`src/rtl/core/hsag_pkg.sv`:
```
// Package of the Hilbert scan address generator: field widths, curve order and types.
// Depends on nothing; used by the interfaces, the decoder and the top level.
package hsag_pkg;

   localparam int LEVELS   = 5;
   localparam int COORD_W  = LEVELS;
   localparam int POS_W    = 2 * LEVELS;
   localparam int SIDE_W   = 6;
   localparam int RASTER_W = 10;
   localparam int PROD_W   = 2 * SIDE_W;

   localparam logic [SIDE_W-1:0] GRID_SIDE_RESET = SIDE_W'(32);

   typedef struct packed {
      logic [COORD_W-1:0] row;
      logic [COORD_W-1:0] column;
   } hsag_cell_type;

   typedef struct packed {
      logic [COORD_W-1:0]  row;
      logic [COORD_W-1:0]  column;
      logic [RASTER_W-1:0] raster_index;
      logic                keep;
   } hsag_result_type;

endpackage

```
`src/rtl/core/hsag_if.sv`:
```
// Channel interfaces of the Hilbert scan address generator: request, response, register write.
// Depends on hsag_pkg for the payload widths.
interface hsag_req_if;
   logic                      valid;
   logic                      ready;
   logic [hsag_pkg::POS_W-1:0] curve_position;

   modport source (output valid, output curve_position, input ready);
   modport sink (input valid, input curve_position, output ready);
endinterface

interface hsag_rsp_if;
   logic                         valid;
   logic                         ready;
   logic [hsag_pkg::COORD_W-1:0]  row;
   logic [hsag_pkg::COORD_W-1:0]  column;
   logic [hsag_pkg::RASTER_W-1:0] raster_index;
   logic                         keep;

   modport source (output valid, output row, output column, output raster_index,
                   output keep, input ready);
   modport sink (input valid, input row, input column, input raster_index,
                 input keep, output ready);
endinterface

interface hsag_csr_if;
   logic                       valid;
   logic                       ready;
   logic [hsag_pkg::SIDE_W-1:0] grid_side;

   modport source (output valid, output grid_side, input ready);
   modport sink (input valid, input grid_side, output ready);
endinterface

```
`src/rtl/core/hsag_curve_decode.sv`:
```
// Hilbert curve decoder: maps a curve position to its grid cell, one bit pair per level.
// Depends on hsag_pkg.
module hsag_curve_decode (
   input  logic [hsag_pkg::POS_W-1:0] position,
   output hsag_pkg::hsag_cell_type    grid_point
);
   import hsag_pkg::*;

   logic [COORD_W-1:0] a;
   logic [COORD_W-1:0] b;
   logic [COORD_W-1:0] swap;
   logic [COORD_W-1:0] low_mask;
   logic [COORD_W-1:0] bit_mask;
   logic [POS_W-1:0]   t;
   logic               ra;
   logic               rb;

   // Pairs are taken from the least significant end; at each level the sub-quadrant
   // coordinates are swapped, and reflected, as the quadrant requires, before the quadrant bit is added.
   always_comb begin
      a = '0;
      b = '0;
      t = position;
      for (int lvl = 0; lvl < LEVELS; lvl++) begin
         ra       = t[1];
         rb       = t[0] ^ t[1];
         bit_mask = COORD_W'(1) << lvl;
         low_mask = bit_mask - COORD_W'(1);
         if (!rb) begin
            if (ra) begin
               a = a ^ low_mask;
               b = b ^ low_mask;
            end
            swap = a;
            a    = b;
            b    = swap;
         end else begin
            swap = a;
         end
         if (ra) begin
            a = a | bit_mask;
         end
         if (rb) begin
            b = b | bit_mask;
         end
         t = t >> 2;
      end
      grid_point.row    = b;
      grid_point.column = a;
   end

endmodule

```
`src/rtl/core/hilbert_scan_address_generator_core.sv`:
```
// Hilbert scan address generator, top level.
// Channels: req_bus carries a curve position, rsp_bus returns row, column,
// raster index and keep flag, csr_bus writes the grid_side register.
// Each accepted request gives exactly one response, in order.
// A request passes an input register, then decode and raster arithmetic into the
// result register. Throughput is one transaction per cycle while the receiver
// does not stall.
// The raster multiply of a 5-bit row by the 6-bit grid_side sits in the
// second stage next to the curve decoder and sets its path.
// Only the low ten bits of curve_position are used.
// Reset empties both stages and sets grid_side to 32.
// When the receiver stalls, the result register holds its transaction and the
// input register can still take one more; after that req_bus.ready drops.
// The csr_bus is always ready; write it only while the block is idle.
module hilbert_scan_address_generator_core (
   input  logic       clock,
   input  logic       reset,
   hsag_req_if.sink   req_bus,
   hsag_rsp_if.source rsp_bus,
   hsag_csr_if.sink   csr_bus
);
   import hsag_pkg::*;

   logic [SIDE_W-1:0] grid_side_ff;
   logic [SIDE_W-1:0] grid_side_in;
   logic              in_valid_ff;
   logic              in_valid_in;
   logic [POS_W-1:0]  position_ff;
   logic [POS_W-1:0]  position_in;
   logic              out_valid_ff;
   logic              out_valid_in;
   hsag_result_type   result_ff;
   hsag_result_type   result_in;

   hsag_cell_type     grid_point;
   logic              out_ready;
   logic              in_ready;
   logic              keep;
   logic [PROD_W-1:0] raster_sum;

   hsag_curve_decode u_decode (
      .position   (position_ff),
      .grid_point (grid_point)
   );

   assign out_ready = !out_valid_ff || rsp_bus.ready;
   assign in_ready  = !in_valid_ff || out_ready;

   assign keep = ({1'b0, grid_point.row} < grid_side_ff) &&
                 ({1'b0, grid_point.column} < grid_side_ff);
   assign raster_sum = PROD_W'(grid_point.row) * PROD_W'(grid_side_ff) +
                       PROD_W'(grid_point.column);

   always_comb begin
      grid_side_in = grid_side_ff;
      if (csr_bus.valid) begin
         grid_side_in = csr_bus.grid_side;
      end

      in_valid_in = in_valid_ff;
      position_in = position_ff;
      if (in_ready) begin
         in_valid_in = req_bus.valid;
         position_in = req_bus.curve_position;
      end

      out_valid_in = out_valid_ff;
      result_in    = result_ff;
      if (out_ready) begin
         out_valid_in           = in_valid_ff;
         result_in.row          = grid_point.row;
         result_in.column       = grid_point.column;
         result_in.keep         = keep;
         result_in.raster_index = keep ? raster_sum[RASTER_W-1:0] : '0;
      end
   end

   always_ff @(posedge clock) begin
      if (reset) begin
         grid_side_ff <= GRID_SIDE_RESET;
         in_valid_ff  <= 1'b0;
         out_valid_ff <= 1'b0;
      end else begin
         grid_side_ff <= grid_side_in;
         in_valid_ff  <= in_valid_in;
         out_valid_ff <= out_valid_in;
      end
      position_ff <= position_in;
      result_ff   <= result_in;
   end

   assign req_bus.ready        = in_ready;
   assign csr_bus.ready        = 1'b1;
   assign rsp_bus.valid        = out_valid_ff;
   assign rsp_bus.row          = result_ff.row;
   assign rsp_bus.column       = result_ff.column;
   assign rsp_bus.raster_index = result_ff.raster_index;
   assign rsp_bus.keep         = result_ff.keep;

endmodule

```
`src/flat_wrapper.sv`:
```
// flat-port wrapper written by rule: the top's interface ports become plain ports
module hilbert_scan_address_generator_core_flat import hsag_pkg::*;
  (clock, reset, req_bus_valid, req_bus_curve_position, req_bus_ready, rsp_bus_valid, rsp_bus_row, rsp_bus_column, rsp_bus_raster_index, rsp_bus_keep, rsp_bus_ready, csr_bus_valid, csr_bus_grid_side, csr_bus_ready);
  hsag_req_if req_bus_i ();
  hsag_rsp_if rsp_bus_i ();
  hsag_csr_if csr_bus_i ();
  input  logic clock;
  input  logic reset;
  input wire logic [$bits(req_bus_i.valid)-1:0] req_bus_valid;
  input wire logic [$bits(req_bus_i.curve_position)-1:0] req_bus_curve_position;
  output wire logic [$bits(req_bus_i.ready)-1:0] req_bus_ready;
  output wire logic [$bits(rsp_bus_i.valid)-1:0] rsp_bus_valid;
  output wire logic [$bits(rsp_bus_i.row)-1:0] rsp_bus_row;
  output wire logic [$bits(rsp_bus_i.column)-1:0] rsp_bus_column;
  output wire logic [$bits(rsp_bus_i.raster_index)-1:0] rsp_bus_raster_index;
  output wire logic [$bits(rsp_bus_i.keep)-1:0] rsp_bus_keep;
  input wire logic [$bits(rsp_bus_i.ready)-1:0] rsp_bus_ready;
  input wire logic [$bits(csr_bus_i.valid)-1:0] csr_bus_valid;
  input wire logic [$bits(csr_bus_i.grid_side)-1:0] csr_bus_grid_side;
  output wire logic [$bits(csr_bus_i.ready)-1:0] csr_bus_ready;
  assign req_bus_i.valid = req_bus_valid;
  assign req_bus_i.curve_position = req_bus_curve_position;
  assign req_bus_ready = req_bus_i.ready;
  assign rsp_bus_valid = rsp_bus_i.valid;
  assign rsp_bus_row = rsp_bus_i.row;
  assign rsp_bus_column = rsp_bus_i.column;
  assign rsp_bus_raster_index = rsp_bus_i.raster_index;
  assign rsp_bus_keep = rsp_bus_i.keep;
  assign rsp_bus_i.ready = rsp_bus_ready;
  assign csr_bus_i.valid = csr_bus_valid;
  assign csr_bus_i.grid_side = csr_bus_grid_side;
  assign csr_bus_ready = csr_bus_i.ready;
  hilbert_scan_address_generator_core u_core (.clock(clock), .reset(reset), .req_bus(req_bus_i), .rsp_bus(rsp_bus_i), .csr_bus(csr_bus_i));
endmodule
```
`config.mk`:
```
export PLATFORM = sky130hd
export DESIGN_NAME = hilbert_scan_address_generator_core_flat
export DESIGN_NICKNAME = d
export VERILOG_FILES = /design/src/rtl/core/hsag_pkg.sv /design/src/rtl/core/hsag_if.sv /design/src/rtl/core/hsag_curve_decode.sv /design/src/rtl/core/hilbert_scan_address_generator_core.sv /design/src/flat_wrapper.sv
export SDC_FILE = /design/constraint.sdc
export NUM_CORES = 1
export LEC_CHECK = 0
export ABC_AREA = 1
export BUFFER_PORTS_ARGS = -buffer_cell sky130_fd_sc_hd__buf_2
export CORE_UTILIZATION = 40
export CTS_CLUSTER_DIAMETER = 40
export DETAILED_ROUTE_END_ITERATION = 10
export MAX_ROUTING_LAYER = met4
export PLACE_DENSITY = 0.65
export SLEW_MARGIN = 10
export SYNTH_ARGS = -nofsm -noshare
export SYNTH_HDL_FRONTEND = slang
export SYNTH_HIERARCHICAL = 1
export SYNTH_SLANG_ARGS = --single-unit
```
`constraint.sdc`:
```
create_clock -name clock -period 6.58 [get_ports clock]
set_input_delay 0.658 -clock clock [delete_from_list [all_inputs] [get_ports clock]]
set_output_delay 0.658 -clock clock [all_outputs]
set_load 0.02 [all_outputs]
```
==> results of run 1 <==
-- worst paths after layout --
kind                                                   to  slack, ns  depth (start not counted)
max          u_core/rsp_bus.raster_index[9]$_SDFFCE_PN0P_       1.59                         20
min                     u_core/rsp_bus.valid$_SDFFE_PP0P_       0.46                          2
max reg2reg  u_core/rsp_bus.raster_index[9]$_SDFFCE_PN0P_       1.59                         20
min reg2reg             u_core/rsp_bus.valid$_SDFFE_PP0P_       0.46                          2
-- power groups by stage --
stage	clock network, mW	registers, mW	logic (mW)
2_1_floorplan	0	0.406	0.320
3_5_place_dp	0	0.352	0.478
3_3_place_gp	0	0.353	0.477
6_report	0.184	0.346	0.479
4_1_cts	0.191	0.347	0.482
5_1_grt	0.198	0.352	0.564
-- per-stage QoR --
step                      hold WS, ns   util  worst slack (ns)  total power [mW]  std cells
after global placement          0.435  0.454              1.68             0.829        542
final                           0.460  0.468              1.59              1.01        550
after CTS                       0.462  0.468              1.56              1.02        550
after detailed placement        0.449  0.454              1.59             0.830        542
after floorplan                 0.424      -              2.07             0.726        402
after global routing            0.502  0.468              1.22              1.11        550
-- per-layer routing --
| layer | vias up | track usage | routed length (um) |
|---|---|---|---|
| met4 | 0 | 0.0278 | 30 |
| met5 | - | - | 0 |
| met1 | 1181 | 0.206 | 2920 |
| met3 | 2 | 0.0201 | 148 |
| met2 | 35 | 0.279 | 2700 |
| li1 | 1347 | - | - |
-- cells in the mapped netlist (3+ instances only) --
master	number
a21oi_1	10
buf_4	3
dfxtp_1	8
edfxtp_1	31
fa_1	16
ha_1	31
inv_1	83
inv_2	3
nand2_1	126
nand2_2	3
nand3_1	23
nand4_1	4
nor2_1	20
nor2_2	3
o21ai_0	9
o21ai_1	7
o221ai_1	4
-- cell families (layout without fill, tap and decap cells) --
kind of cell	count (synthesis)	after routing	share of synthesized area
buffers and inverters	92	138	0.114
other	1	1	0.00117
AND/OR/NAND/NOR	186	186	0.247
XOR/XNOR	3	3	0.00821
flip-flops	39	39	0.341
adder cells (fa/ha/maj)	47	47	0.221
AO/OA/AOI/OAI	34	34	0.0668
-- final cells by class --
class	instances	area share
Multi-Input combinational cell	271	0.482
Sequential cell	39	0.302
Inverter	86	0.0893
Timing Repair Buffer	44	0.0616
Tap cell	102	0.0353
Clock buffer	6	0.0260
Clock inverter	2	0.00381
-- registers in the layout (all words and copies together) (netlist names) --
register                     flops
u_core/position_ff              10
u_core/rsp_bus.raster_index     10
u_core/grid_side_ff              6
u_core/rsp_bus.column            5
u_core/rsp_bus.row               5
u_core/in_valid_ff               1
u_core/rsp_bus.keep              1
u_core/rsp_bus.valid             1
-- worst reg2reg max path: stages (launching register included) --
cell,delay (ns)
edfxtp_1,0.47
nand2_1,0.21
inv_1,0.12
nor2_1,0.10
buf_4,0.21
inv_1,0.12
o221ai_1,0.61
ha_1,0.27
inv_1,0.05
fa_1,0.46
fa_1,0.51
fa_1,0.54
inv_1,0.04
ha_1,0.32
or2_2,0.32
nand2_1,0.12
nor2_1,0.05
nor2_1,0.08
nand2_1,0.05
nand2_1,0.05
nor2_1,0.03
==> run metrics, run 1 <==
Cell Rows=32; Final min period=4.99 ns; die area=0.00836 mm2; Logic pwr share=0.475; Synth Warn #=6; leading cell type in the layout, fill and taps excluded=nand2_1; NumNets Final=515; # Post-CTS Setup Buffers=0; crit share post-route=0.758; Slew HR=0.374; CTS sink cnt=39; status=completed; kind of critical path=flop to flop; final wirelength=5.80 mm; Placer Congestion=0.876; max incr delay on CP=0.61 ns; FF+latch count, synth=39; Net Count, Synth=470; post-synthesis sequential area ratio=0.341; most frequent cells in the layout=126 x nand2_1, 83 x inv_1, 43 x buf_2, 31 x ha_1, 31 x edfxtp_1; ant diodes=0; input/output buffers=43; NetSw=0.404 mW; Leak=1.96 nW; core region area=0.00773 mm2; Critical Path Sink Type=flop; post-synth top area share=0.291; clock root cell=clkbuf_8; fin area=0.00362 mm2; area grow syn2layout=13.0%; # Max-Cap Violations=0; global-route wire length before repair=10.7 mm; Final Max Tran Viols=0; Mapped Cells=402; CP cell instances=nand2_1 > inv_1 > nor2_1 > buf_4 > inv_1 > o221ai_1 > ha_1 > inv_1 > fa_1 > fa_1 > fa_1 > inv_1 > ha_1 > or2_2 > nand2_1 > nor2_1 > nor2_1 > nand2_1 > nand2_1 > nor2_1; CP Max Fanout=13; First-pass DRT Iterations=4; FF-to-FF Start=u_core/position_ff[9]$_DFFE_PP_; post-DP HPWL=4.70 mm; worst path bufs/invs=5; Worst EP arrival=5.03 ns; Vias/cell=4.66; CP startpoint kind=flop; H-tree levels=2; Netlist Area Pre-Place=0.00320 mm2; largest net degree at the start of global routing=23; post-place instance area=0.00351 mm2; # IOs=45; slowest cell on the critical path=o221ai_1; Hold-fix buffers, CTS=0; clk_lat worst skew=0.29 ns; grt ovf=0; Antenna Nets Post-Route=0; starting density of the core=0.414; post-CTS sizing=0; Clock power frac=0.182; Worst Path Required=6.62 ns; unrepaired setup endpoints after global routing=no; Hold Vio Cnt, Final=0; Netlist cell types=31; async set or reset register ratio after synthesis=0; crit path launch=u_core/position_ff[9]$_DFFE_PP_; switching part of the total=0.401; Post-synth EDFFs=31; # DRC=0; Tightest Pin Transition=0.936 ns; layout cells sized above 1=0.152; ys flop type=edfxtp_1; Max Clock Skew=0.00742 ns; Worst Hold Class=flop to flop; largest cells by area after synthesis=edfxtp_1 29%, nand2_1 15%, ha_1 12%; Internal=0.604 mW; worst hold start=u_core/in_valid_ff$_SDFFE_PP0P_; Seq pwr share=0.343; Fill cells=745; area leader, netlist=edfxtp_1; Worst-path clk slew=0.08 ns; worst vdd ir=0.107 mV; Avg Inst Size Synth=7.96 um2; delay-heaviest family, CP=adder cells; Die H=91.5 um; area of the multi-input gates=0.00174 mm2; antenna violations before repair=0; setup TNS=0 ns; Die X=91.5 um; Starting DRT DRC Count=128; number of CTS-inserted buffers=5; P per Cell Area=279 mW/mm2; FMAX=200 MHz; routed length per instance=10.5 um; GRT Resource Usage Total=0.162; vias=2565; clock buffer depth=2; CTS tree=done; Finish-stage setup viols=0; Register Area=0.00109 mm2; vias in the first global route=2460
Power figures use the tool's default switching activity.
==> run 2: changes to the inputs <==
--- a/config.mk
+++ b/config.mk
@@ -5,13 +5,13 @@
 export SDC_FILE = /design/constraint.sdc
 export NUM_CORES = 1
 export LEC_CHECK = 0
-export ABC_AREA = 1
+export ABC_AREA = 0
 export BUFFER_PORTS_ARGS = -buffer_cell sky130_fd_sc_hd__buf_2
 export CORE_UTILIZATION = 40
 export CTS_CLUSTER_DIAMETER = 40
 export DETAILED_ROUTE_END_ITERATION = 10
 export MAX_ROUTING_LAYER = met4
-export PLACE_DENSITY = 0.65
+export PLACE_DENSITY = 0.64
 export SLEW_MARGIN = 10
 export SYNTH_ARGS = -nofsm -noshare
 export SYNTH_HDL_FRONTEND = slang
==> constraint.sdc (replaced) <==
create_clock -name clock -period 4.75 [get_ports clock]
set_input_delay 0.475 -clock clock [delete_from_list [all_inputs] [get_ports clock]]
set_output_delay 0.475 -clock clock [all_outputs]
set_load 0.02 [all_outputs]
==> run metrics, run 2 <==
status=finished, violations left (was completed); failing checks=design-rule violations, negative setup slack; number of CTS-inserted buffers=5 (unchanged); Seq pwr share=0.307 (was 0.343); post-DP HPWL=6.40 mm (was 4.70 mm); setup TNS=-0.666 ns (was 0 ns); Worst-path clk slew=0.09 ns (was 0.08 ns); async set or reset register ratio after synthesis=0 (unchanged); slowest cell on the critical path=fa_1 (was o221ai_1); vias in the first global route=3138 (was 2460); most frequent cells in the layout=63 x buf_4, 44 x buf_2, 33 x inv_1, 31 x nand2_1, 31 x edfxtp_1 (was 126 x nand2_1, 83 x inv_1, 43 x buf_2, 31 x ha_1, 31 x edfxtp_1); Critical Path Sink Type=flop (unchanged); Final min period=4.98 ns (was 4.99 ns); H-tree levels=2 (unchanged); ys flop type=edfxtp_1 (unchanged); vias=3112 (was 2565); Tightest Pin Transition=0.847 ns (was 0.936 ns); reg2reg setup slack=-0.23 ns (was 1.59 ns); Internal=0.963 mW (was 0.604 mW); area leader, netlist=edfxtp_1 (unchanged); Avg Inst Size Synth=9.50 um2 (was 7.96 um2); CTS tree=done (unchanged); clock root cell=clkbuf_8 (unchanged); Leak=2.12 nW (was 1.96 nW); final wirelength=8.74 mm (was 5.80 mm); Hold Vio Cnt, Final=0 (unchanged); Final Max Tran Viols=0 (unchanged); antenna violations before repair=0 (unchanged); CP startpoint kind=flop (unchanged); Max Clock Skew=0.00446 ns (was 0.00742 ns); ant diodes=0 (unchanged); CP Max Fanout=6 (was 13); unrepaired setup endpoints after global routing=yes (was no); largest net degree at the start of global routing=22 (was 23); FF+latch count, synth=39 (unchanged); leading cell type in the layout, fill and taps excluded=buf_4 (was nand2_1); crit share post-route=1.05 (was 0.758); GRT busiest layer=met2 (unchanged); Antenna Nets Post-Route=0 (unchanged); crit path to=u_core/rsp_bus.raster_index[8]$_SDFFCE_PN0P_ (was u_core/rsp_bus.raster_index[9]$_SDFFCE_PN0P_); Placer Congestion=0.881 (was 0.876); clk_lat worst skew=0.31 ns (was 0.29 ns); Cell Rows=34 (was 32); Synth Warn #=6 (unchanged); Netlist cell types=72 (was 31); post-synthesis sequential area ratio=0.297 (was 0.341); CP cell instances=nor2b_4 > o32a_4 > mux2_4 > or4_4 > o22ai_4 > a21oi_2 > nor2_4 > nand2_2 > fa_1 > fa_2 > fa_1 > inv_2 > ha_4 > a21oi_4 > o211ai_1 > a21oi_1 > xor2_1 > nor3_2 (was nand2_1 > inv_1 > nor2_1 > buf_4 > inv_1 > o221ai_1 > ha_1 > inv_1 > fa_1 > fa_1 > fa_1 > inv_1 > ha_1 > or2_2 > nand2_1 > nor2_1 > nor2_1 > nand2_1 > nand2_1 > nor2_1); Die H=97.9 um (was 91.5 um); # IOs=45 (unchanged); GRT Resource Usage Total=0.196 (was 0.162); kind of critical path=flop to flop (unchanged); delay-heaviest family, CP=adder cells (unchanged); Worst Hold Class=primary input to flop (was flop to flop); # DRC=6 (was 0); # Max-Cap Violations=0 (unchanged); grt ovf=0 (unchanged); Netlist Area Pre-Place=0.00367 mm2 (was 0.00320 mm2); Mapped Cells=387 (was 402); core region area=0.00881 mm2 (was 0.00773 mm2); routing usage on met1=0.252 (was 0.206); met2 Use GR=0.315 (was 0.279); Die X=97.9 um (was 91.5 um); Vias/cell=5.27 (was 4.66); Worst Path Required=4.79 ns (was 6.62 ns); P per Cell Area=317 mW/mm2 (was 279 mW/mm2); routed length per instance=14.8 um (was 10.5 um); switching part of the total=0.369 (was 0.401); post-synth top area share=0.253 (was 0.291); CP most frequent cell=fa_1; Worst EP arrival=5.03 ns (about the same); NetSw=0.563 mW (was 0.404 mW); Post-synth EDFFs=31 (unchanged); met3 GRT Util=0.0308 (was 0.0201); Reg2Reg Capture Point=u_core/rsp_bus.raster_index[8]$_SDFFCE_PN0P_ (was u_core/rsp_bus.raster_index[9]$_SDFFCE_PN0P_); Min Hold Slack=0.338 ns (was 0.460 ns); CTS sink cnt=39 (unchanged); max incr delay on CP=0.52 ns (was 0.61 ns); worst vdd ir=0.152 mV (was 0.107 mV); Slew HR=0.435 (was 0.374); layout cells sized above 1=0.373 (was 0.152); setup ws final=-0.231 ns (was 1.59 ns); Clock power frac=0.192 (was 0.182); die area=0.00957 mm2 (was 0.00836 mm2); clock buffer depth=2 (unchanged); starting density of the core=0.417 (was 0.414); largest cells by area after synthesis=edfxtp_1 25%, ha_1 11%, fa_1 8.7% (was edfxtp_1 29%, nand2_1 15%, ha_1 12%); critical path depth=18 (was 20); Starting DRT DRC Count=97 (was 128); Net Count, Synth=455 (was 470); FF-to-FF Start=u_core/position_ff[2]$_DFFE_PP_ (was u_core/position_ff[9]$_DFFE_PP_); area grow syn2layout=31.1% (was 13.0%); input/output buffers=43 (unchanged); Post-synth top cells=34 x inv_1, 33 x nand2_1, 31 x edfxtp_1, 31 x ha_1, 26 x nor2_1 (was 126 x nand2_1, 83 x inv_1, 31 x edfxtp_1, 31 x ha_1, 23 x nand3_1); worst path bufs/invs=1 (was 5); crit path launch=u_core/position_ff[2]$_DFFE_PP_ (was u_core/position_ff[9]$_DFFE_PP_); Finish-stage setup viols=4 (was 0); worst r2r path cells=18 (was 20); Logic pwr share=0.501 (was 0.475); First-pass DRT Iterations=7 (was 4); most common cell in the synthesized netlist=inv_1 (was nand2_1); global-route wire length before repair=14.7 mm (was 10.7 mm); NumNets Final=549 (was 515); Hold-fix buffers, CTS=0 (unchanged); FMAX=201 MHz (was 200 MHz)
run 2: cell count changes after synthesis, sizes merged, moves of 8 or more:
| cell | change |
|---|---|
| nor2b | +10 |
| and2 | +12 |
| inv | -51 |
| clkbuf | +18 |
| nand3 | -19 |
| a211oi | +8 |
| nand2 | -96 |
| xnor2 | +9 |
run 2: stage by stage:
stage	power, mW	std cells	util	instance area (um2)	setup slack, ns
2_1_floorplan	0.944	387	-	3730	-0.0906
3_3_place_gp	1.13	573	0.501	4410	-0.224
3_5_place_dp	1.15	573	0.501	4410	-0.338
4_1_cts	1.47	586	0.524	4620	-0.227
5_1_grt	1.64	590	0.547	4820	-0.391
6_report	1.53	590	0.547	4820	-0.231
run 2: final cells by class:
| cell class | count | area, um2 |
|---|---|---|
| flip-flops and latches | 39 | 1090 |
| repair buffers | 113 | 761 |
| multi-input cells | 287 | 2580 |
| well taps | 108 | 135 |
| clock buffers | 5 | 68.8 |
| inverters | 35 | 134 |
| fillers | 800 | 3990 |
| clock inverters | 3 | 42.5 |
run 2: worst min path at each step:
stage                                               start                                 to  slack [ns]  cells after the start
final                           req_bus_curve_position[6]    u_core/position_ff[6]$_DFFE_PP_        0.34                      1
after global routing            req_bus_curve_position[9]    u_core/position_ff[9]$_DFFE_PP_        0.32                      1
after CTS                       req_bus_curve_position[9]    u_core/position_ff[9]$_DFFE_PP_        0.33                      1
after detailed placement  u_core/in_valid_ff$_SDFFE_PP0P_  u_core/rsp_bus.valid$_SDFFE_PP0P_        0.50                      2
after global placement    u_core/in_valid_ff$_SDFFE_PP0P_  u_core/rsp_bus.valid$_SDFFE_PP0P_        0.48                      2
after floorplan           u_core/in_valid_ff$_SDFFE_PP0P_  u_core/rsp_bus.valid$_SDFFE_PP0P_        0.46                      2
run 2: power by group through the flow:
stage          sequential (mW)  clock, mW  combinational [mW]
2_1_floorplan            0.548          0               0.396
3_3_place_gp             0.476          0               0.658
3_5_place_dp             0.477          0               0.671
4_1_cts                  0.469      0.296               0.702
5_1_grt                  0.480      0.312               0.844
6_report                 0.468      0.293               0.765
run 2: cell families after synthesis:
kind of cell | Yosys count | share of synthesized area
buf+inv | 61 | 0.0708
other cells | 1 | 0.00102
mux | 9 | 0.0262
xor+xnor | 19 | 0.0453
flops | 39 | 0.297
compound gates | 86 | 0.168
fa+ha+maj | 48 | 0.195
simple gates | 124 | 0.196
run 2: repair_timing:
action | 4_1_cts | 5_1_grt
endpoints found under the setup margin | 5 | 6
resized for setup | 11 | 34
gates cloned | 0 | 1
endpoints found under the hold margin | 0 | 0
pin swaps | 16 | 14
setup buffers | 5 | 5
run 2: metal layers:
metal  routed length, um  part of all wire
met1                4140              0.47
met2                4150              0.47
met3                 308             0.035
met4                 142             0.016
met5                   0                 0
run 2: worst reg2reg max path, stage by stage (launching register included):
cell,delay [ns]
edfxtp_1,0.49
nor2b_4,0.18
o32a_4,0.38
mux2_4,0.30
or4_4,0.43
o22ai_4,0.20
a21oi_2,0.07
nor2_4,0.19
nand2_2,0.07
fa_1,0.52
fa_2,0.44
fa_1,0.51
inv_2,0.05
ha_4,0.23
a21oi_4,0.15
o211ai_1,0.11
a21oi_1,0.18
xor2_1,0.20
nor3_2,0.05
==> run 3: changes to the inputs <==
--- a/config.mk
+++ b/config.mk
@@ -11,7 +11,6 @@
 export CTS_CLUSTER_DIAMETER = 40
 export DETAILED_ROUTE_END_ITERATION = 10
 export MAX_ROUTING_LAYER = met4
-export PLACE_DENSITY = 0.64
 export SLEW_MARGIN = 10
 export SYNTH_ARGS = -nofsm -noshare
 export SYNTH_HDL_FRONTEND = slang
==> run metrics, run 3 (synthesis results as in run 2) <==
Final min period=4.90 ns (was 4.98 ns); global-route wire length before repair=14.9 mm (was 14.7 mm); Final Max Tran Viols=0 (unchanged); Worst EP arrival=4.94 ns (was 5.03 ns); Leak=2.10 nW (was 2.12 nW); Max Clock Skew=0.00679 ns (was 0.00446 ns); GRT Resource Usage Total=0.199 (was 0.196); crit path launch=u_core/position_ff[4]$_DFFE_PP_ (was u_core/position_ff[2]$_DFFE_PP_); antenna violations before repair=0 (unchanged); Hold-fix buffers, CTS=0 (unchanged); Hold Vio Cnt, Final=0 (unchanged); P per Cell Area=327 mW/mm2 (was 317 mW/mm2); crit share post-route=1.03 (was 1.05); CTS sink cnt=39 (unchanged); final wirelength=8.69 mm (was 8.74 mm); slowest cell on the critical path=fa_1 (unchanged); Placer Congestion=0.851 (was 0.881); Antenna Nets Post-Route=0 (unchanged); vias=3103 (was 3112); H-tree levels=2 (unchanged); Starting DRT DRC Count=117 (was 97); routed length per instance=14.9 um (was 14.8 um); CTS tree=done (unchanged); Worst-path clk slew=0.08 ns (was 0.09 ns); NumNets Final=542 (was 549); Power Total=1.58 mW (was 1.53 mW); clock root cell=clkbuf_8 (unchanged); Tightest Pin Transition=0.912 ns (was 0.847 ns); area grow syn2layout=31.8% (was 31.1%); starting density of the core=0.417 (unchanged); grt ovf=0 (unchanged); delay-heaviest family, CP=adder cells (unchanged); ant diodes=0 (unchanged); CP startpoint kind=flop (unchanged); layout cells sized above 1=0.362 (was 0.373); # Max-Cap Violations=0 (unchanged); post-place instance area=0.00437 mm2 (was 0.00441 mm2); core region area=0.00881 mm2 (unchanged); Worst Path Required=4.79 ns (about the same); leading cell type in the layout, fill and taps excluded=buf_4 (unchanged); clock buffer depth=2 (unchanged); die area=0.00957 mm2 (unchanged); # DRC=6 (unchanged); Die X=97.9 um (unchanged); First-pass DRT Iterations=7 (unchanged); kind of critical path=flop to flop (unchanged); number of CTS-inserted buffers=5 (unchanged); worst hold start=req_bus_curve_position[9] (was req_bus_curve_position[6]); Slew HR=0.391 (was 0.435); Cell Rows=34 (unchanged); Die H=97.9 um (unchanged); most frequent cells in the layout=55 x buf_4, 43 x buf_2, 33 x inv_1, 32 x nand2_1, 31 x edfxtp_1 (was 63 x buf_4, 44 x buf_2, 33 x inv_1, 31 x nand2_1, 31 x edfxtp_1); setup ws final=-0.146 ns (was -0.231 ns); CP cell instances=buf_6 > nor2b_4 > o32a_4 > mux2_4 > or4_4 > o22ai_4 > a21oi_2 > nor2_4 > nand2_2 > fa_1 > fa_1 > fa_1 > inv_2 > ha_4 > a211oi_4 > o21bai_1 > a21oi_2 > xor2_1 > nor3_2 (was nor2b_4 > o32a_4 > mux2_4 > or4_4 > o22ai_4 > a21oi_2 > nor2_4 > nand2_2 > fa_1 > fa_2 > fa_1 > inv_2 > ha_4 > a21oi_4 > o211ai_1 > a21oi_1 > xor2_1 > nor3_2); max incr delay on CP=0.50 ns (was 0.52 ns); Finish-stage setup viols=5 (was 4); Critical Path Sink Type=flop (unchanged); post-DP HPWL=6.36 mm (was 6.40 mm); clk_lat worst skew=0.30 ns (was 0.31 ns); Worst Hold Class=primary input to flop (unchanged); unrepaired setup endpoints after global routing=yes (unchanged); worst vdd ir=0.175 mV (was 0.152 mV); vias in the first global route=3116 (was 3138); worst path bufs/invs=2 (was 1); FMAX=204 MHz (was 201 MHz); CP most frequent cell=fa_1 (unchanged); status=finished, violations left (unchanged); failing checks=design-rule violations, negative setup slack (unchanged); CP Max Fanout=5 (was 6); # IOs=45 (unchanged); Vias/cell=5.32 (was 5.27); fin area=0.00484 mm2 (was 0.00482 mm2); input/output buffers=43 (unchanged); FF-to-FF Start=u_core/position_ff[4]$_DFFE_PP_ (was u_core/position_ff[2]$_DFFE_PP_); largest net degree at the start of global routing=22 (unchanged); setup TNS=-0.379 ns (was -0.666 ns)
## run 3: cell count changes in the layout (fill, tap and decap cells not counted), moves of 2 or more
cell	previous run	this run
buf_4	63	55
o21ai_1	3	1
ha_4	6	8
and2_4	3	0
buf_12	0	2
and2_1	9	12
## run 3: timing repair
action / CTS / global route
pin swaps: 20 / 16
endpoints found under the setup margin: 5 / 6
buffers inserted: 9 / 2
resized for setup: 25 / 18
## run 3: metal layers
| layer | vias to the layer above | wire (um) | global-route usage |
|---|---|---|---|
| li1 | 1543 | - | - |
| met1 | 1485 | 4220 | 0.278 |
| met2 | 64 | 3930 | 0.302 |
| met3 | 11 | 417 | 0.0251 |
| met4 | 0 | 121 | 0.0629 |
| met5 | - | 0 | - |
## run 3: through the flow
step	hold slack (ns)	setup slack [ns]	std cells	util
global route	0.341	-0.360	583	0.550
detailed placement	0.505	-0.285	564	0.496
floorplan	0.463	-0.0906	387	-
CTS	0.339	-0.101	581	0.537
finish	0.341	-0.146	583	0.550
global placement	0.486	-0.281	564	0.496
## run 3: cell type report
type | count | area [um2]
well taps | 108 | 135
multi-input cells | 287 | 2620
fillers | 769 | 3960
clock buffers | 6 | 72.6
clock inverters | 2 | 60.1
inverters | 35 | 131
flip-flops and latches | 39 | 1090
repair buffers | 106 | 736
## run 3: final timing paths
path,endpoint,slack [ns],cells after the start
min reg2reg,u_core/rsp_bus.valid$_SDFFE_PP0P_,0.52,2
max reg2reg,u_core/rsp_bus.raster_index[7]$_SDFFCE_PN0P_,-0.15,19
max,u_core/rsp_bus.raster_index[7]$_SDFFCE_PN0P_,-0.15,19
min,u_core/position_ff[9]$_DFFE_PP_,0.34,1
## run 3: power breakdown
part | total, mW | internal (mW) | switching (mW)
Sequential | 0.471 | 0.446 | 0.0251
Clock | 0.339 | 0.210 | 0.129
Combinational | 0.773 | 0.365 | 0.407
Total | 1.58 | 1.02 | 0.562
